$ cat src/rtl/trg_div_cell.sv
`timescale 1ns / 1ps

module trg_div_cell #(
    parameter int REM_W  = 44,
    parameter int DIV_W  = 29,
    parameter int Q_W    = 16,
    parameter int BIT    = 0,
    parameter int SIDE_W = 1
) (
    input  logic              clk,
    input  logic              rst_n,
    input  logic              in_valid,
    output logic              in_ready,
    input  logic [REM_W-1:0]  in_rem,
    input  logic [Q_W-1:0]    in_quo,
    input  logic [SIDE_W-1:0] in_side,
    input  logic [DIV_W-1:0]  divisor,
    output logic              out_valid,
    input  logic              out_ready,
    output logic [REM_W-1:0]  out_rem,
    output logic [Q_W-1:0]    out_quo,
    output logic [SIDE_W-1:0] out_side
);

    localparam int CW = (REM_W > DIV_W + Q_W) ? REM_W : DIV_W + Q_W;

    logic              valid_reg;
    logic [REM_W-1:0]  rem_reg, rem_next;
    logic [Q_W-1:0]    quo_reg, quo_next;
    logic [SIDE_W-1:0] side_reg;
    logic [CW-1:0]     rem_x, dsh, diff;
    logic              hit;

    // One restoring step: try the divisor at this cell's bit weight.
    always_comb
    begin
        rem_x    = CW'(in_rem);
        dsh      = CW'(divisor) << BIT;
        diff     = rem_x - dsh;
        hit      = (rem_x >= dsh);
        rem_next = hit ? diff[REM_W-1:0] : in_rem;
        quo_next = in_quo | (Q_W'(hit) << BIT);
    end

    assign in_ready = !valid_reg || out_ready;

    always_ff @(posedge clk or negedge rst_n)
    begin
        if (!rst_n)
        begin
            valid_reg <= 1'b0;
        end
        else if (in_ready)
        begin
            valid_reg <= in_valid;
        end
    end

    always_ff @(posedge clk)
    begin
        if (in_valid && in_ready)
        begin
            rem_reg  <= rem_next;
            quo_reg  <= quo_next;
            side_reg <= in_side;
        end
    end

    assign out_valid = valid_reg;
    assign out_rem   = rem_reg;
    assign out_quo   = quo_reg;
    assign out_side  = side_reg;

endmodule

$ cat src/rtl/trg_div_chain.sv
`timescale 1ns / 1ps

module trg_div_chain #(
    parameter int REM_W  = 44,
    parameter int DIV_W  = 29,
    parameter int Q_W    = 16,
    parameter int SIDE_W = 1
) (
    input  logic              clk,
    input  logic              rst_n,
    input  logic              in_valid,
    output logic              in_ready,
    input  logic [REM_W-1:0]  in_rem,
    input  logic [SIDE_W-1:0] in_side,
    input  logic [DIV_W-1:0]  divisor,
    output logic              out_valid,
    input  logic              out_ready,
    output logic [REM_W-1:0]  out_rem,
    output logic [Q_W-1:0]    out_quo,
    output logic [SIDE_W-1:0] out_side
);

    logic              v_w    [0:Q_W];
    logic              rdy_w  [0:Q_W];
    logic [REM_W-1:0]  rem_w  [0:Q_W];
    logic [Q_W-1:0]    quo_w  [0:Q_W];
    logic [SIDE_W-1:0] side_w [0:Q_W];

    assign v_w[0]    = in_valid;
    assign in_ready  = rdy_w[0];
    assign rem_w[0]  = in_rem;
    assign quo_w[0]  = '0;
    assign side_w[0] = in_side;

    // Cell k settles quotient bit Q_W-1-k, most significant first.
    for (genvar k = 0; k < Q_W; k++)
    begin : g_cell
        trg_div_cell #(
            .REM_W  (REM_W),
            .DIV_W  (DIV_W),
            .Q_W    (Q_W),
            .BIT    (Q_W - 1 - k),
            .SIDE_W (SIDE_W)
        ) u_cell (
            .clk       (clk),
            .rst_n     (rst_n),
            .in_valid  (v_w[k]),
            .in_ready  (rdy_w[k]),
            .in_rem    (rem_w[k]),
            .in_quo    (quo_w[k]),
            .in_side   (side_w[k]),
            .divisor   (divisor),
            .out_valid (v_w[k+1]),
            .out_ready (rdy_w[k+1]),
            .out_rem   (rem_w[k+1]),
            .out_quo   (quo_w[k+1]),
            .out_side  (side_w[k+1])
        );
    end

    assign rdy_w[Q_W] = out_ready;
    assign out_valid  = v_w[Q_W];
    assign out_rem    = rem_w[Q_W];
    assign out_quo    = quo_w[Q_W];
    assign out_side   = side_w[Q_W];

endmodule

$ cat config.mk
export PLATFORM = sky130hd
export DESIGN_NAME = trg_div_chain
export DESIGN_NICKNAME = d
export VERILOG_FILES = /design/src/rtl/trg_div_cell.sv /design/src/rtl/trg_div_chain.sv
export SDC_FILE = /design/constraint.sdc
export NUM_CORES = 2
export LEC_CHECK = 0
export ABC_AREA = 1
export BUFFER_PORTS_ARGS = -buffer_cell sky130_fd_sc_hd__buf_4
export CORE_MARGIN = 2
export CORE_UTILIZATION = 46
export CTS_BUF_LIST = sky130_fd_sc_hd__clkbuf_8
export DETAILED_ROUTE_END_ITERATION = 8
export SYNTH_ARGS = -nofsm -noshare
export SYNTH_HDL_FRONTEND = slang
export SYNTH_SLANG_ARGS = --single-unit
$ cat constraint.sdc
create_clock -name clk -period 11.7 [get_ports clk]
set_input_delay 2.34 -clock clk [delete_from_list [all_inputs] [get_ports clk]]
set_output_delay 2.34 -clock clk [all_outputs]
set_load 0.05 [all_outputs]
Yosys cells after proc, flatten, opt, wreduce, memory -nomap -nowiden
Cells that the tools add are included.
{"block": "totals", "input_bits": 78, "elab_cells": 175, "output_inout_bits": 63, "ff_bits": 977}
{"block": "op_classes", "reduce_logical": 48, "n_mux": 16, "addsub": 16, "bitwise": 15, "n_lt_le_gt_ge": 16}
{"op": "$mux 44", "n": 16}
{"op": "$ge 44x29->1", "n": 1}
{"op": "$ge 44x30->1", "n": 1}
{"op": "$ge 44x31->1", "n": 1}
{"op": "$ge 44x32->1", "n": 1}
{"op": "$ge 44x33->1", "n": 1}
{"op": "$ge 44x34->1", "n": 1}
{"op": "$ge 44x35->1", "n": 1}
{"op": "$ge 44x36->1", "n": 1}
{"op": "$ge 44x37->1", "n": 1}
{"op": "$ge 44x38->1", "n": 1}
{"op": "$ge 44x39->1", "n": 1}
{"op": "$ge 44x40->1", "n": 1}
{"op": "$ge 44x41->1", "n": 1}
{"op": "$ge 44x42->1", "n": 1}
{"op": "$ge 44x43->1", "n": 1}
{"op": "$ge 44x44->1", "n": 1}
{"op": "$sub 44x29->44", "n": 1}
{"op": "$sub 44x30->44", "n": 1}
{"op": "$sub 44x31->44", "n": 1}
{"op": "$sub 44x32->44", "n": 1}
{"op": "$sub 44x33->44", "n": 1}
{"op": "$sub 44x34->44", "n": 1}
{"op": "$sub 44x35->44", "n": 1}
{"op": "27 further kinds", "n": 72}

Logic depth before layout (Yosys ltp)
{"block": "depth", "ltp_word": 18, "mapped_depth": 18, "depth_no_buf": 18}

Hierarchy
From an unflattened synthesis, not the netlist that was laid out.
{"block": "hier_totals", "cells_unflattened": 12159, "area_unflattened_um2": 82061.2}
{"module": "trg_div_cell (g_cell[15].u_cell)", "area_each_um2": 5599.1, "n_inst": 1, "cells_per_inst": 889}
{"module": "trg_div_cell (g_cell[14].u_cell)", "area_each_um2": 5546.6, "n_inst": 1, "cells_per_inst": 859}
{"module": "trg_div_cell (g_cell[10].u_cell)", "area_each_um2": 5490.3, "n_inst": 1, "cells_per_inst": 780}
{"module": "trg_div_cell (g_cell[13].u_cell)", "area_each_um2": 5413.9, "n_inst": 1, "cells_per_inst": 834}
{"module": "trg_div_cell (g_cell[11].u_cell)", "area_each_um2": 5285.1, "n_inst": 1, "cells_per_inst": 758}
{"module": "trg_div_cell (g_cell[12].u_cell)", "area_each_um2": 5275.1, "n_inst": 1, "cells_per_inst": 805}
{"module": "trg_div_cell (g_cell[9].u_cell)", "area_each_um2": 5171.2, "n_inst": 1, "cells_per_inst": 769}
{"module": "trg_div_cell (g_cell[4].u_cell)", "area_each_um2": 5134.9, "n_inst": 1, "cells_per_inst": 775}
{"module": "trg_div_cell (g_cell[8].u_cell)", "area_each_um2": 5051.1, "n_inst": 1, "cells_per_inst": 731}
{"module": "trg_div_cell (g_cell[7].u_cell)", "area_each_um2": 4989.8, "n_inst": 1, "cells_per_inst": 730}
{"module": "trg_div_cell (g_cell[3].u_cell)", "area_each_um2": 4976.0, "n_inst": 1, "cells_per_inst": 740}
{"module": "trg_div_cell (g_cell[6].u_cell)", "area_each_um2": 4964.8, "n_inst": 1, "cells_per_inst": 724}
{"module": "trg_div_cell (g_cell[5].u_cell)", "area_each_um2": 4880.9, "n_inst": 1, "cells_per_inst": 701}
{"module": "trg_div_cell (g_cell[2].u_cell)", "area_each_um2": 4810.9, "n_inst": 1, "cells_per_inst": 703}
{"module": "+3 rows"}

Least setup slack after synthesis
No wires, ideal clock.
{"block": "synth_timing", "kind": "input-to-output", "startpoint": "input port out_ready", "endpoint": "output port in_ready", "stages": 10, "arrival_ns": 3.907, "t_required_ns": 9.360, "slack_ns": 5.453, "path_buffers": 0, "path_cell_list": "inv_1 > nand4_1 > nor2_1 > nand4_2 > nor2_2 > nand2_1 > nor2_1 > nand3_1 > nor2_2 > nand4_1"}
{"block": "synth_via", "elab_chain_cells": 16}
{"item": "start, declared", "line_no": "trg_div_chain.sv:17", "source": "input logic out_ready,"}
{"item": "$logic_or 1x1->1 (16 in a row)", "line_no": "trg_div_cell.sv:45", "source": "assign in_ready = !valid_reg || out_ready;"}
{"item": "end, declared", "line_no": "trg_div_chain.sv:12", "source": "output logic in_ready,"}
No other way between the ends.

Worst setup path after layout
Ends and elaborated chain as after synthesis.

==> flow_metrics.py <==
metrics = {
    "status": {
        "outcome": "completed",
    },
    "floorplanning": {
        "die-width_um": 388,
        "core_region_area_um2": 147000,
        "fp.dieArea_um2": 151000,
        "fp-row-count": 141,
        "die_y_um": 388,
        "initial_core_util_pct": 46.2,
        "io-pin-count": 141,
    },
    "finish": {
        "final_cell_area_um2": 74300,
        "layout-drive-gt1-share_pct": 6.00,
        "final_util_pct": 50.5,
        "areaGrowthSynthToFinish_pct": 9.39,
        "fin_nets": 9838,
    },
    "synthesis": {
        "syn-instance-count": 9037,
        "synth.most_common_cell": "sky130_fd_sc_hd__nand2_1",
        "synthArstFlopShare_pct": 1.83,
        "area_of_the_mapped_netlist_um2": 67900,
        "synth.yosys.seq_area_share_pct": 38.4,
        "synth.area.top_cells": "sky130_fd_sc_hd__edfxtp_1 38%, sky130_fd_sc_hd__nand2_1 14%, sky130_fd_sc_hd__ha_1 8.5%",
        "number_of_synthesized_register_bits": 872,
        "synthDominantCellAreaShare_pct": 37.8,
        "yosys_warnings": 0,
        "synth_area_per_cell_um2": 7.52,
        "synth_edf_count": 856,
        "post_synth_num_cell_types": 58,
        "net_count_after_synthesis": 9595,
        "synth_top_cells_by_count": "2587 x sky130_fd_sc_hd__nand2_1, 1066 x sky130_fd_sc_hd__inv_1, 1048 x sky130_fd_sc_hd__nor2_1",
        "dominantRegCellSynth": "sky130_fd_sc_hd__edfxtp_1",
        "yosysTopAreaCell": "sky130_fd_sc_hd__edfxtp_1",
    },
    "global_routing": {
        "grt_overflow": 0,
        "grt_use_total_pct": 32.6,
        "first_pass_grt_wire_length_mm": 370,
        "vias_in_the_first_global_route": 60451,
        "grt_max_degree": 62,
        "grt_antenna_before_repair": 10,
    },
    "sta": {
        "max_slew.worst_pin.slew_ns": 1.19,
        "worst_clock_skew_ns": 0.0601,
        "drv_slew": 0,
        "maximum_operating_frequency_mhz": 131,
        "hold_viol_final": 0,
        "grt_setup_unrepaired": "no",
        "final.setup.tns_ns": 0,
        "finalCriticalPeriod_ns": 7.65,
        "max_slew_margin_pct": 21.0,
        "setup_slack_ns": 4.05,
        "layout_worst_path_cycle_share_pct": 65.4,
        "finalSetupViolCount": 0,
    },
    "worst_setup_path": {
        "crit_path_cell_trace": "buf_4 -> inv_1 -> nand4_1 -> nor2_1 -> nand4_2 -> nor2_2 -> nand2_1 -> nor2_1 -> nand3_1 -> nor2_2 -> nand4_1 -> buf_4",
        "critical_path_class": "in -> out",
        "critPathBufInv": 3,
        "cpLargestDelayFamily": "simple AND/OR/NAND/NOR gates",
        "r2r_cells": 15,
        "critical-path-max-stage-delay_ns": 0.47,
        "startpoint_type": "primary input",
        "cp.depth": 12,
        "critPathMaxFanout": 4,
        "crit_path_top_delay_cell": "sky130_fd_sc_hd__nor2_2",
        "critPathArrivalTime_ns": 5.31,
        "required_worst_endpoint_ns": 9.36,
        "cp-end-kind": "output port",
    },
    "route": {
        "firstDrtPassIters": 8,
        "first_iter_violations": 6564,
        "drc": 0,
        "finalWirelength_mm": 252,
        "vias": 63992,
        "antenna_left": 0,
        "wl_per_cell_um": 22.2,
        "routed_via_density": 5.64,
    },
    "placed_design": {
        "detailedPlace.worstSlack_ns": 4.07,
        "detailed_place.area_um2": 71100,
        "detailedPlacementHpwl_mm": 192,
        "place.port_buffers": 140,
        "gpl.final_weighted_congestion": 1.02,
    },
    "clock_tree": {
        "cts_buffers": 157,
        "post_cts_hold_fix_bufs": 0,
        "post-cts-setup-buffers": 0,
        "htreeDepth": 4,
        "clk_pin_slew_worst_paths_ns": 0.06,
        "ctsResizeCount": 0,
        "numClockSinks": 872,
        "cts_root_buffer": "sky130_fd_sc_hd__clkbuf_8",
        "cts_buffer_depth": 3,
        "cts_tree": "done",
        "clkLatencyLatePin_ns": 0.93,
    },
    "hold_path": {
        "worstHoldPathType": "reg -> reg",
        "hold_depth": 0,
    },
    "pwr": {
        "power-per-cell-area_nw_per_um2": 274,
        "p_total_uw": 20400,
        "p_leak_uw": 0.0318,
        "ir_worst_vdd_uv": 151,
    },
    "flow_run": {
        "drv.max_cap_violation_count": 0,
    },
}
[logic make-up after synthesis]
| family | Yosys count | synth area share (%) |
|---|---|---|
| and+or+nand+nor | 4525 | 27.5 |
| AOI/OAI and AO/OA | 1612 | 13.2 |
| buffers and inverters | 1178 | 7.08 |
| DFF | 872 | 38.4 |
| adders and majority gates | 480 | 9.02 |
| xor gates and xnor gates | 370 | 4.77 |
[worst paths after layout]
| kind | startpoint | endpoint | slack, ns |
|---|---|---|---|
| max | out_ready | in_ready | 4.05 |
| min reg2reg | g_cell[11].u_cell.out_quo[12] | g_cell[12].u_cell.out_quo[12] | 0.39 |
| min in group asynchronous | rst_n | g_cell[2].u_cell.out_valid | 1.35 |
| max reg2reg | g_cell[14].u_cell.out_rem[0] | g_cell[15].u_cell.out_rem[6] | 7.90 |
| min | g_cell[11].u_cell.out_quo[12] | g_cell[12].u_cell.out_quo[12] | 0.39 |
| max in group asynchronous | rst_n | g_cell[4].u_cell.out_valid | 10.04 |
[worst register-to-register path, stage by stage (launching register included)]
cell and delay (ns):
sky130_fd_sc_hd__edfxtp_1 0.32, sky130_fd_sc_hd__inv_1 0.06, sky130_fd_sc_hd__ha_1 0.24, sky130_fd_sc_hd__fa_1 0.42
sky130_fd_sc_hd__inv_1 0.13, sky130_fd_sc_hd__nand3_1 0.08, sky130_fd_sc_hd__nand2_1 0.13, sky130_fd_sc_hd__nand2_1 0.07
sky130_fd_sc_hd__nand2_1 0.15, sky130_fd_sc_hd__a21oi_2 0.13, sky130_fd_sc_hd__o21ai_2 0.22, sky130_fd_sc_hd__nand2_1 0.15
sky130_fd_sc_hd__nand2_2 0.63, sky130_fd_sc_hd__inv_2 0.51, sky130_fd_sc_hd__nand2_1 0.19, sky130_fd_sc_hd__nand2_1 0.11
[state kept, by name, indices dropped and copies added, names as in the netlist]
signal and cells:
g_cell.u_cell.out_quo 136, g_cell.u_cell.out_rem 704, g_cell.u_cell.out_side 16, g_cell.u_cell.out_valid 16
[layout by cell type, fill, tap and decap left out, types with 8 or more instances in the layout]
cell type / count
sky130_fd_sc_hd__o21bai_1: 72
sky130_fd_sc_hd__buf_4: 184
sky130_fd_sc_hd__nand2_2: 12
sky130_fd_sc_hd__nor2_1: 1041
sky130_fd_sc_hd__dfrtp_1: 16
sky130_fd_sc_hd__nand3b_1: 58
sky130_fd_sc_hd__nor2_4: 9
sky130_fd_sc_hd__nand3_1: 440
sky130_fd_sc_hd__o21ai_1: 113
sky130_fd_sc_hd__nand3_2: 10
sky130_fd_sc_hd__a21boi_0: 26
sky130_fd_sc_hd__a21oi_1: 636
sky130_fd_sc_hd__o21a_1: 38
sky130_fd_sc_hd__inv_1: 1065
sky130_fd_sc_hd__and3_1: 10
sky130_fd_sc_hd__a21oi_2: 8
sky130_fd_sc_hd__fa_1: 16
sky130_fd_sc_hd__bufinv_16: 12
sky130_fd_sc_hd__or2_2: 19
sky130_fd_sc_hd__xnor2_1: 217
sky130_fd_sc_hd__o211ai_1: 16
sky130_fd_sc_hd__nand4_1: 151
sky130_fd_sc_hd__clkinvlp_4: 8
sky130_fd_sc_hd__nand2_1: 2587
sky130_fd_sc_hd__nor3_1: 112
sky130_fd_sc_hd__clkbuf_8: 164
sky130_fd_sc_hd__a21o_1: 80
sky130_fd_sc_hd__ha_1: 464
sky130_fd_sc_hd__edfxtp_1: 856
sky130_fd_sc_hd__a31oi_1: 54
sky130_fd_sc_hd__xor2_1: 153
sky130_fd_sc_hd__o21ai_0: 525
sky130_fd_sc_hd__inv_2: 42
sky130_fd_sc_hd__o21ai_2: 18
sky130_fd_sc_hd__clkinv_1: 27
sky130_fd_sc_hd__clkinv_2: 26
sky130_fd_sc_hd__diode_2: 11
sky130_fd_sc_hd__nor4_1: 52
[layout make-up]
cell class | count | area (µm²)
inverters | 1078 | 4060
well taps | 1930 | 2410
flip-flops and latches | 872 | 26100
repair buffers | 184 | 1380
multi-input cells | 6987 | 37100
diodes | 11 | 27.5
clock buffers | 164 | 2260
fillers | 14704 | 72800
clock inverters | 121 | 982
[metrics by stage]
step / hold WS (ns) / cells
after global placement: 0.400 / 11051
final: 0.393 / 11347
after CTS: 0.399 / 11336
after floorplan: 0.400 / 9037
after global routing: 0.404 / 11337
after detailed placement: 0.405 / 11051
[routing by layer]
metal / share of wire (%) / wire (µm) / global-route usage, % / vias to the layer above
met1: 42 / 105000 / 42.6 / 29576
met2: 45 / 113000 / 51.9 / 2873
met5: 0.0052 / 13 / 0 / -
li1: - / - / - / 30965
met3: 8.2 / 20500 / 5.28 / 576
met4: 5.5 / 13800 / 17.4 / 2
[report_power, final]
part / switching [µW] / total, µW / internal, µW / leakage [µW]
sequential: 1130 / 6360 / 5220 / 0.00840
clock: 1400 / 3000 / 1600 / 0.00177
combinational: 7450 / 11000 / 3580 / 0.0216
Power figures use the tool's default switching activity.
