`src/rtl/trg_pkg.sv`:
```
`timescale 1ns / 1ps

package trg_pkg;

    // Tile size registers are fixed at 13 bits, range 1 to 4096.
    localparam int TILE_W   = 13;
    localparam int TILE_MAX = 4096;

    // Default sizing of the image dimensions and of the layer counts.
    localparam int DIM_BITS_DEF   = 14;
    localparam int LAYER_BITS_DEF = 8;

    // Configuration register indexes.
    localparam int CFG_IDX_W = 3;
    localparam logic [CFG_IDX_W-1:0] REG_TILE_WIDTH   = 3'd0;
    localparam logic [CFG_IDX_W-1:0] REG_TILE_HEIGHT  = 3'd1;
    localparam logic [CFG_IDX_W-1:0] REG_IMAGE_WIDTH  = 3'd2;
    localparam logic [CFG_IDX_W-1:0] REG_IMAGE_HEIGHT = 3'd3;
    localparam logic [CFG_IDX_W-1:0] REG_IMAGE_DEPTH  = 3'd4;
    localparam logic [CFG_IDX_W-1:0] REG_LAYER_COUNT  = 3'd5;

    // States of the sequencer that derives the tile grid after a write.
    typedef enum logic [2:0] {
        CFG_IDLE,
        CFG_LOAD,
        CFG_DIV,
        CFG_MUL,
        CFG_TOT
    } cfg_state_t;

    // Width of the configuration write data: the widest register.
    function automatic int cfg_width(input int dim_bits, input int layer_bits);
        int w;
        begin
            w = TILE_W;
            if (dim_bits + 1 > w)
            begin
                w = dim_bits + 1;
            end
            if (layer_bits + 1 > w)
            begin
                w = layer_bits + 1;
            end
            return w;
        end
    endfunction

endpackage

```
`src/rtl/trg_cfg.sv`:
```
`timescale 1ns / 1ps

module trg_cfg #(
    parameter int DIM_BITS   = trg_pkg::DIM_BITS_DEF,
    parameter int LAYER_BITS = trg_pkg::LAYER_BITS_DEF
) (
    input  logic                                                clk,
    input  logic                                                rst_n,
    input  logic                                                cfg_we,
    input  logic [trg_pkg::CFG_IDX_W-1:0]                       cfg_index,
    input  logic [trg_pkg::cfg_width(DIM_BITS, LAYER_BITS)-1:0] cfg_data,
    output logic                                                busy,
    output logic [trg_pkg::TILE_W-1:0]                          tw,
    output logic [trg_pkg::TILE_W-1:0]                          th,
    output logic [DIM_BITS:0]                                   iw,
    output logic [DIM_BITS:0]                                   ih,
    output logic [DIM_BITS:0]                                   across,
    output logic [2*DIM_BITS:0]                                 per_plane,
    output logic [2*DIM_BITS+2*LAYER_BITS:0]                    total
);
    import trg_pkg::*;

    localparam int IMG_W  = DIM_BITS + 1;
    localparam int LAY_W  = LAYER_BITS + 1;
    localparam int PP_W   = 2 * DIM_BITS + 1;
    localparam int PLN_W  = 2 * LAYER_BITS + 1;
    localparam int TOT_W  = 2 * DIM_BITS + 2 * LAYER_BITS + 1;
    localparam int NUM_W  = ((IMG_W > TILE_W) ? IMG_W : TILE_W) + 1;
    localparam int CNT_W  = $clog2(NUM_W + 1);
    localparam logic [IMG_W-1:0] DIM_MAX = {1'b1, {DIM_BITS{1'b0}}};
    localparam logic [LAY_W-1:0] LAY_MAX = {1'b1, {LAYER_BITS{1'b0}}};

    logic [TILE_W-1:0] tw_raw_reg, th_raw_reg;
    logic [IMG_W-1:0]  iw_raw_reg, ih_raw_reg;
    logic [LAY_W-1:0]  id_raw_reg, il_raw_reg;
    logic [LAY_W-1:0]  id_c, il_c;

    cfg_state_t state_reg, state_next;
    logic [CNT_W-1:0]  cnt_reg;
    logic [NUM_W-1:0]  a_num_reg, b_num_reg, a_quo_reg, b_quo_reg;
    logic [TILE_W-1:0] a_rem_reg, b_rem_reg;
    logic [TILE_W:0]   a_sh, b_sh;
    logic              a_ge, b_ge;
    logic [TILE_W-1:0] a_rem_next, b_rem_next;
    logic [NUM_W-1:0]  a_init, b_init;
    logic [2*LAY_W-1:0]  pl_prod;
    logic [2*IMG_W-1:0]  pp_prod;
    logic [PP_W+PLN_W-1:0] tot_prod;
    logic [IMG_W-1:0]  across_reg;
    logic [PP_W-1:0]   per_plane_reg;
    logic [PLN_W-1:0]  planes_reg;
    logic [TOT_W-1:0]  total_reg;

    // Register file; an index beyond the list is ignored.
    always_ff @(posedge clk or negedge rst_n)
    begin
        if (!rst_n)
        begin
            tw_raw_reg <= TILE_W'(4);
            th_raw_reg <= TILE_W'(4);
            iw_raw_reg <= IMG_W'(1);
            ih_raw_reg <= IMG_W'(1);
            id_raw_reg <= LAY_W'(1);
            il_raw_reg <= LAY_W'(1);
        end
        else if (cfg_we)
        begin
            unique case (cfg_index)
                REG_TILE_WIDTH:   tw_raw_reg <= cfg_data[TILE_W-1:0];
                REG_TILE_HEIGHT:  th_raw_reg <= cfg_data[TILE_W-1:0];
                REG_IMAGE_WIDTH:  iw_raw_reg <= cfg_data[IMG_W-1:0];
                REG_IMAGE_HEIGHT: ih_raw_reg <= cfg_data[IMG_W-1:0];
                REG_IMAGE_DEPTH:  id_raw_reg <= cfg_data[LAY_W-1:0];
                REG_LAYER_COUNT:  il_raw_reg <= cfg_data[LAY_W-1:0];
                default:          ;
            endcase
        end
    end

    // Zero is taken as one and values above range as the bound.
    always_comb
    begin
        tw = (tw_raw_reg == '0) ? TILE_W'(1) :
             (tw_raw_reg > TILE_W'(TILE_MAX)) ? TILE_W'(TILE_MAX) : tw_raw_reg;
        th = (th_raw_reg == '0) ? TILE_W'(1) :
             (th_raw_reg > TILE_W'(TILE_MAX)) ? TILE_W'(TILE_MAX) : th_raw_reg;
        iw = (iw_raw_reg == '0) ? IMG_W'(1) :
             (iw_raw_reg > DIM_MAX) ? DIM_MAX : iw_raw_reg;
        ih = (ih_raw_reg == '0) ? IMG_W'(1) :
             (ih_raw_reg > DIM_MAX) ? DIM_MAX : ih_raw_reg;
        id_c = (id_raw_reg == '0) ? LAY_W'(1) :
               (id_raw_reg > LAY_MAX) ? LAY_MAX : id_raw_reg;
        il_c = (il_raw_reg == '0) ? LAY_W'(1) :
               (il_raw_reg > LAY_MAX) ? LAY_MAX : il_raw_reg;
    end

    // One bit of each ceiling division per cycle, plus the grid products.
    always_comb
    begin
        a_init = NUM_W'(iw) + NUM_W'(tw) - NUM_W'(1);
        b_init = NUM_W'(ih) + NUM_W'(th) - NUM_W'(1);
        a_sh = {a_rem_reg, a_num_reg[NUM_W-1]};
        b_sh = {b_rem_reg, b_num_reg[NUM_W-1]};
        a_ge = a_sh >= (TILE_W + 1)'(tw);
        b_ge = b_sh >= (TILE_W + 1)'(th);
        a_rem_next = a_ge ? TILE_W'(a_sh - (TILE_W + 1)'(tw)) : a_sh[TILE_W-1:0];
        b_rem_next = b_ge ? TILE_W'(b_sh - (TILE_W + 1)'(th)) : b_sh[TILE_W-1:0];
        pl_prod  = id_c * il_c;
        pp_prod  = a_quo_reg[IMG_W-1:0] * b_quo_reg[IMG_W-1:0];
        tot_prod = per_plane_reg * planes_reg;
    end

    // Sequencer state register.
    always_ff @(posedge clk or negedge rst_n)
    begin
        if (!rst_n)
        begin
            state_reg <= CFG_IDLE;
        end
        else
        begin
            state_reg <= state_next;
        end
    end

    // Any write restarts the derivation of the grid.
    always_comb
    begin
        state_next = state_reg;
        priority if (cfg_we)
        begin
            state_next = CFG_LOAD;
        end
        else
        begin
            unique case (state_reg)
                CFG_IDLE: state_next = CFG_IDLE;
                CFG_LOAD: state_next = CFG_DIV;
                CFG_DIV:  state_next = (cnt_reg == CNT_W'(NUM_W - 1)) ? CFG_MUL : CFG_DIV;
                CFG_MUL:  state_next = CFG_TOT;
                CFG_TOT:  state_next = CFG_IDLE;
                default:  state_next = CFG_IDLE;
            endcase
        end
    end

    // Division working registers.
    always_ff @(posedge clk)
    begin
        unique case (state_reg)
            CFG_LOAD:
            begin
                a_num_reg <= a_init;
                b_num_reg <= b_init;
                a_rem_reg <= '0;
                b_rem_reg <= '0;
                a_quo_reg <= '0;
                b_quo_reg <= '0;
                cnt_reg   <= '0;
            end
            CFG_DIV:
            begin
                a_num_reg <= a_num_reg << 1;
                b_num_reg <= b_num_reg << 1;
                a_rem_reg <= a_rem_next;
                b_rem_reg <= b_rem_next;
                a_quo_reg <= {a_quo_reg[NUM_W-2:0], a_ge};
                b_quo_reg <= {b_quo_reg[NUM_W-2:0], b_ge};
                cnt_reg   <= cnt_reg + CNT_W'(1);
            end
            default: ;
        endcase
    end

    // Derived grid values, valid for the reset configuration at once.
    always_ff @(posedge clk or negedge rst_n)
    begin
        if (!rst_n)
        begin
            across_reg    <= IMG_W'(1);
            per_plane_reg <= PP_W'(1);
            planes_reg    <= PLN_W'(1);
            total_reg     <= TOT_W'(1);
        end
        else if (state_reg == CFG_MUL)
        begin
            across_reg    <= a_quo_reg[IMG_W-1:0];
            per_plane_reg <= pp_prod[PP_W-1:0];
            planes_reg    <= pl_prod[PLN_W-1:0];
        end
        else if (state_reg == CFG_TOT)
        begin
            total_reg <= tot_prod[TOT_W-1:0];
        end
    end

    assign busy      = (state_reg != CFG_IDLE);
    assign across    = across_reg;
    assign per_plane = per_plane_reg;
    assign total     = total_reg;

endmodule

```
`config.mk`:
```
export PLATFORM = sky130hd
export DESIGN_NAME = trg_cfg
export DESIGN_NICKNAME = d
export VERILOG_FILES = /design/src/rtl/trg_pkg.sv /design/src/rtl/trg_cfg.sv
export SDC_FILE = /design/constraint.sdc
export NUM_CORES = 2
export LEC_CHECK = 0
export BUFFER_PORTS_ARGS = -buffer_cell sky130_fd_sc_hd__buf_4
export CAP_MARGIN = 10
export CORE_ASPECT_RATIO = 0.75
export CORE_MARGIN = 8
export CORE_UTILIZATION = 60
export DETAILED_ROUTE_END_ITERATION = 10
export PLACE_DENSITY = 0.78
export SLEW_MARGIN = 20
export SYNTH_ARGS = -nofsm -noshare
export SYNTH_HDL_FRONTEND = slang
export SYNTH_SLANG_ARGS = --single-unit
```
`constraint.sdc`:
```
create_clock -name clk -period 7.9 [get_ports clk]
set_input_delay 0.395 -clock clk [delete_from_list [all_inputs] [get_ports clk]]
set_output_delay 0.395 -clock clk [all_outputs]
set_load 0.02 [all_outputs]
```
---- Word-level counts from Yosys, hierarchy flattened ----
Index checks and enable logic that the tools add are counted.
operators by class
  order comparisons ....................... 8
  equality and inequality tests ........... 10
  multiplexer cells ....................... 24
  shifts and indexed selects .............. 0
  reduce and logical (&&, ||, !) cells .... 16
  bitwise gates (word level) .............. 1
  divide/modulo/power cells ............... 0
  $mul .................................... 3
  add/subtract/negate cells ............... 7
operators by type and width
  operator                                             number
  2-to-1 mux 13 bit                                    6
  case mux 16 bit (2 select lines)                     2
  2-to-1 mux 15 bit                                    4
  case mux 15 bit (2 select lines)                     2
  case mux 13 bit (2 select lines)                     2
  multiplier 29 x 17 -> 45 bit                         1
  2-to-1 mux 9 bit                                     4
  adder 15 x 13 -> 16 bit                              2
  subtractor 16 x 1 -> 16 bit, second input constant   2
  > comparator 15 bit, second input constant           2
  logical NOT 15 bit                                   2
  multiplier 15 x 15 -> 29 bit                         1
  greater-or-equal comparator 14 x 13 -> 1 bit         2
  > comparator 13 bit, second input constant           2
  logical NOT 13 bit                                   2
  subtractor 13 bit                                    2
  > comparator 9 bit, second input constant            2
  logical NOT 9 bit                                    2
  multiplier 9 x 9 -> 17 bit                           1
  AND reduction 2 bit                                  7
  equality test 3 x 2 -> 1 bit, second input constant  4
  case mux 5 bit (2 select lines)                      1
  equality test 3 bit, second input constant           3
  case mux 3 bit (3 select lines)                      1
  other kinds (9)                                      10
storage, ports and cells
  logic and storage cells ................. 87
  output and inout port bits .............. 146
  bits in read-only memories .............. 0
  latch bits .............................. 0
  RAM bits ................................ 0
  input bits .............................. 21
  bits in registers ....................... 276
  memories kept ........................... 0

---- Depth between registers and ports, before layout ----
  depth after elaboration ................. 6
  depth in mapped cells ................... 25
  depth with buffers taken out ............ 23

---- Worst setup path after synthesis ----
Ideal clock, no wire load.
  path kind ............................... register to register
  from .................................... reg per_plane_reg[11], in the netlist per_plane[11]
  to ...................................... reg total_reg[39], in the netlist total[39]
  data arrival time ....................... 6.237 ns
  buffers on the path ..................... 1
  required time ........................... 7.779 ns
  period minus slack after synthesis ...... 6.358 ns
  path slack .............................. 1.542 ns
  stages on the path, launching flop included .. 22
  library setup time ...................... 0.121 ns
  cells stage by stage .................... dfrtp_1 clkbuf_1 nand2_1 fa_1 fa_1 fa_1 inv_1 fa_1 fa_1 inv_1 fa_1 inv_1 ha_1 a41o_1 a21oi_1 o31ai_4 a311oi_4 a2111oi_2 a311o_2 a21oi_2 xor2_1 o21ai_1
on the way
  cells in the longest elaborated chain, start to end .. 1
ends and longest elaborated chain
  what                          RTL line        RTL
  start: declaration            trg_cfg.sv:50   logic [PP_W-1:0] per_plane_reg;
  start signal: assignment      trg_cfg.sv:188  per_plane_reg <= pp_prod[PP_W-1:0];
  multiplier 29 x 17 -> 45 bit  trg_cfg.sv:110  tot_prod = per_plane_reg * planes_reg;
  end signal: assignment        trg_cfg.sv:193  total_reg <= tot_prod[TOT_W-1:0];
  end: declaration              trg_cfg.sv:52   logic [TOT_W-1:0] total_reg;
Every way passes these cells.
A chain may end at the register's enable or synchronous reset.

---- Worst setup path in the final report ----
  from .................................... reg planes_reg[6]
  to ...................................... reg total_reg[38], in the netlist total[38]
on the way
  cells in the longest elaborated chain, start to end .. 1
ends and longest elaborated chain
  what                          RTL line        RTL
  start: declaration            trg_cfg.sv:51   logic [PLN_W-1:0] planes_reg;
  start signal: assignment      trg_cfg.sv:189  planes_reg <= pl_prod[PLN_W-1:0];
  multiplier 29 x 17 -> 45 bit  trg_cfg.sv:110
Every way passes these cells.

==> flow_summary.toml <==
[run_status]
run_status = "complete, no violations"

[global_routing]
antenna_found_initial = 0
first_pass_grt_wire_length_um = 157700
globalRoute.totalOverflow = 0
grt_pass1_vias = 29782
maximum_number_of_pins_on_one_net_before_global_route_repair = 88
global_router_s_overall_resource_usage = 0.2623

[place]
place.gp.congestion = 0.9488
dpl_ws_ns = 0.9148
final_hpwl_from_detailed_placement_um = 74660
placed_cells_incl_taps = 5113
port-buffer-count = 166

[worst_setup_path]
setup.worst_path.start = "planes_reg[6]"
max_stage_delay_ns = 1.00
r2r_start = "planes_reg[6]"
timing.critical_path.fanout_max = 30
regToRegEndpoint = "total[38]"
worst_path_most_repeated_cell = "sky130_fd_sc_hd__fa_1"
timing.critical_path.slowest_stage_cell = "sky130_fd_sc_hd__dfrtp_1"
worst_setup_path_start_kind = "register"
endpoint = "total[38]"
critical_path_class = "register to register"
crit_arrival_ns = 7.66
regToRegSetupSlack_ns = 0.76
required_time_of_the_critical_path_ns = 8.42
worst_setup_path_end_kind = "register"
timing.critical_path.cells = "and2_1 -> fa_1 -> inv_1 -> fa_1 -> fa_1 -> inv_1 -> fa_1 -> fa_1 -> inv_1 -> fa_1 -> inv_1 -> ha_1 -> nand4_1 -> a21oi_1 -> a21boi_0 -> o211ai_1 -> nand3_1 -> o22ai_1 -> o31a_1 -> or4_1 -> nand3_1"
reg2regPathDepth = 21

[floorplanning]
floorplan.die_area_um2 = 73650
i_o_pins = 167
start_util = 0.6026
core.rowCount = 81
placeable_area_um2 = 64860
die_h_um = 237.0
fp.dieW_um = 310.7

[drt]
ant_nets = 0
detailedRoute.firstPassIterationCount = 6
num_vias = 29209
wl_per_cell_um = 18.53
routed_via_density = 5.641
route.detailed.drc = 0
finalWirelength_um = 95940
drt_iter0_drcs = 2346

[timing]
finalCritPeriodShare = 0.9043
finalSetupViolCount = 0
post-route-min-period_ns = 7.144
max_slew.worst_pin.slew_ns = 1.205
hold_viol_final = 0
max_slew_margin = 0.1964
fin_worst_skew_ns = 0.02964
hold_slack_ns = 0.07203
highest_clock_rate_mhz = 140.0
timing.final.ws_setup_ns = 0.7563
setup_total_negative_slack_ns = 0
max_slew_violations = 0
unrepaired_setup_endpoints_after_global_routing = "false"

[synthesis]
ys_seq_elements = 276
dominantRegCellSynth = "sky130_fd_sc_hd__dfrtp_1"
ys.warnings.count = 0
synthesis.area_per_instance_um2 = 9.218
netlist-cell-type-count = 77
netlist.area_leader.share = 0.3186
synth_enable_flop_cells = 93
ys_seq_area_frac = 0.1889
synthDominantAreaCellType = "sky130_fd_sc_hd__fa_1"
synth_cells = 4240
synth_top_cells_by_area = "sky130_fd_sc_hd__fa_1 32%, sky130_fd_sc_hd__dfrtp_1 11%, sky130_fd_sc_hd__ha_1 10%"
synth_async_sr_flop_share = 0.6630
synth.net_count = 5205
netlist_area_um2 = 39080

[hold_path]
hold_path_class = "input port to register"

[clocking]
cts.htree.levels = 2
cts_hold_repair.buffers = 2
clock_tree.root_cell = "sky130_fd_sc_hd__clkbuf_16"
post_cts_resize_count = 0
tritoncts.num_buffers = 34
cts_tree = "built"
clk_latency_ns = 0.58
cts.clk_slew.worst_paths_ns = 0.06
clock-sinks = 276
cts_setup_buffers = 0
clock_tree.buffer_depth = 3

[flow_run]
timing.max_cap.violations = 0

[cells_and_area]
instances_no_fill = 5178
share_of_final_layout_standard_cells_stronger_than_drive_strength_1 = 0.08941
n_fill_cell = 5222
largest_register_ffs = 45
area_growth_pct = 7.638
finalNetCount = 5246
-- kinds of logic (layout without fill, tap and decap cells) --
group / Yosys count / after routing / synth area share
AOI/OAI and AO/OA: 411 / 411 / 0.06825
DFF: 276 / 276 / 0.1889
and+or+nand+nor: 1339 / 1339 / 0.1610
muxes: 115 / 115 / 0.03249
xor gates and xnor gates: 120 / 120 / 0.02689
other: 0 / 1 / 0
buffers and inverters: 1035 / 1101 / 0.1008
adders and majority gates: 944 / 944 / 0.4217
-- synthesized netlist by cell type (5+ instances only) --
library cell,count
sky130_fd_sc_hd__a211oi_1,11
sky130_fd_sc_hd__a21boi_0,7
sky130_fd_sc_hd__a21o_1,53
sky130_fd_sc_hd__a21oi_1,98
sky130_fd_sc_hd__a31oi_1,15
sky130_fd_sc_hd__and2_1,318
sky130_fd_sc_hd__and3_1,15
sky130_fd_sc_hd__clkbuf_1,181
sky130_fd_sc_hd__dfrtp_1,173
sky130_fd_sc_hd__dfstp_2,10
sky130_fd_sc_hd__edfxtp_1,93
sky130_fd_sc_hd__fa_1,622
sky130_fd_sc_hd__ha_1,322
sky130_fd_sc_hd__inv_1,843
sky130_fd_sc_hd__mux2_2,95
sky130_fd_sc_hd__mux2i_1,20
sky130_fd_sc_hd__nand2_1,695
sky130_fd_sc_hd__nand2b_1,35
sky130_fd_sc_hd__nand3_1,24
sky130_fd_sc_hd__nand3b_1,6
sky130_fd_sc_hd__nand4_1,13
sky130_fd_sc_hd__nor2_1,128
sky130_fd_sc_hd__nor2b_1,27
sky130_fd_sc_hd__nor3_1,27
sky130_fd_sc_hd__nor3b_1,7
sky130_fd_sc_hd__nor4_1,16
sky130_fd_sc_hd__o2111ai_1,5
sky130_fd_sc_hd__o211ai_1,8
sky130_fd_sc_hd__o21a_1,21
sky130_fd_sc_hd__o21ai_0,112
sky130_fd_sc_hd__o21bai_1,13
sky130_fd_sc_hd__o31ai_1,16
sky130_fd_sc_hd__or2_2,9
sky130_fd_sc_hd__or3_1,8
sky130_fd_sc_hd__xnor2_1,62
sky130_fd_sc_hd__xor2_1,58
-- layer usage --
layer | GRT usage | vias to the layer above | wire [µm] | part of all wire
met5 | 0 | - | 0 | 0
met4 | 0.07281 | 0 | 2521 | 0.026
met3 | 0.05366 | 183 | 8696 | 0.091
met2 | 0.4086 | 1226 | 44150 | 0.46
met1 | 0.3732 | 14693 | 40570 | 0.42
li1 | - | 13107 | - | -
-- metrics by stage --
stage	utilization	instance area, µm²
global placement	0.6304	40890
detailed placement	0.6304	40890
finish	0.6486	42070
CTS	0.6483	42050
floorplan	-	39080
global route	0.6486	42070
-- layout by cell type (no fill, tap or decap), drive strengths merged, types with 62 or more instances in the layout --
| cell type | netlist | routed |
|---|---|---|
| buf | 9 | 194 |
| mux2 | 95 | 95 |
| nor2 | 128 | 128 |
| fa | 622 | 622 |
| edfxtp | 93 | 93 |
| a21oi | 101 | 101 |
| o21ai | 115 | 115 |
| xnor2 | 62 | 62 |
| ha | 322 | 322 |
| nand2 | 695 | 695 |
| dfrtp | 173 | 173 |
| inv | 843 | 849 |
| and2 | 318 | 318 |
-- layout make-up --
| type | count | area (µm²) | share of cell area |
|---|---|---|---|
| diodes | 1 | 2.502 | 0.00005948 |
| inverters | 843 | 3164 | 0.07522 |
| well taps | 871 | 1090 | 0.02590 |
| repair buffers | 197 | 1490 | 0.03542 |
| clock inverters | 16 | 191.4 | 0.004550 |
| multi-input cells | 2929 | 27790 | 0.6606 |
| clock buffers | 45 | 953.4 | 0.02266 |
| flip-flops and latches | 276 | 7386 | 0.1756 |
-- worst max-delay path: cells and delay by family (launching register included) --
kind,cells,cell delay [ns]
adders and majority gates,7,3.23
and+or+nand+nor,5,1.19
AOI/OAI and AO/OA,5,1.37
buffers and inverters,4,0.22
DFF,1,1.00
-- worst min path at each step --
stage | startpoint | endpoint | cells past startpoint
2_1_floorplan | rst_n | across[10] | 0
3_3_place_gp | rst_n | iw_raw_reg[1] | 1
6_report | cfg_data[12] | th_raw_reg[12] | 3
3_5_place_dp | rst_n | iw_raw_reg[2] | 1
4_1_cts | cfg_data[14] | ih_raw_reg[14] | 2
5_1_grt | cfg_data[14] | ih_raw_reg[14] | 2
Power is not shown: default switching activity piles up to over one toggle a cycle in this logic, so the estimate is an artifact.
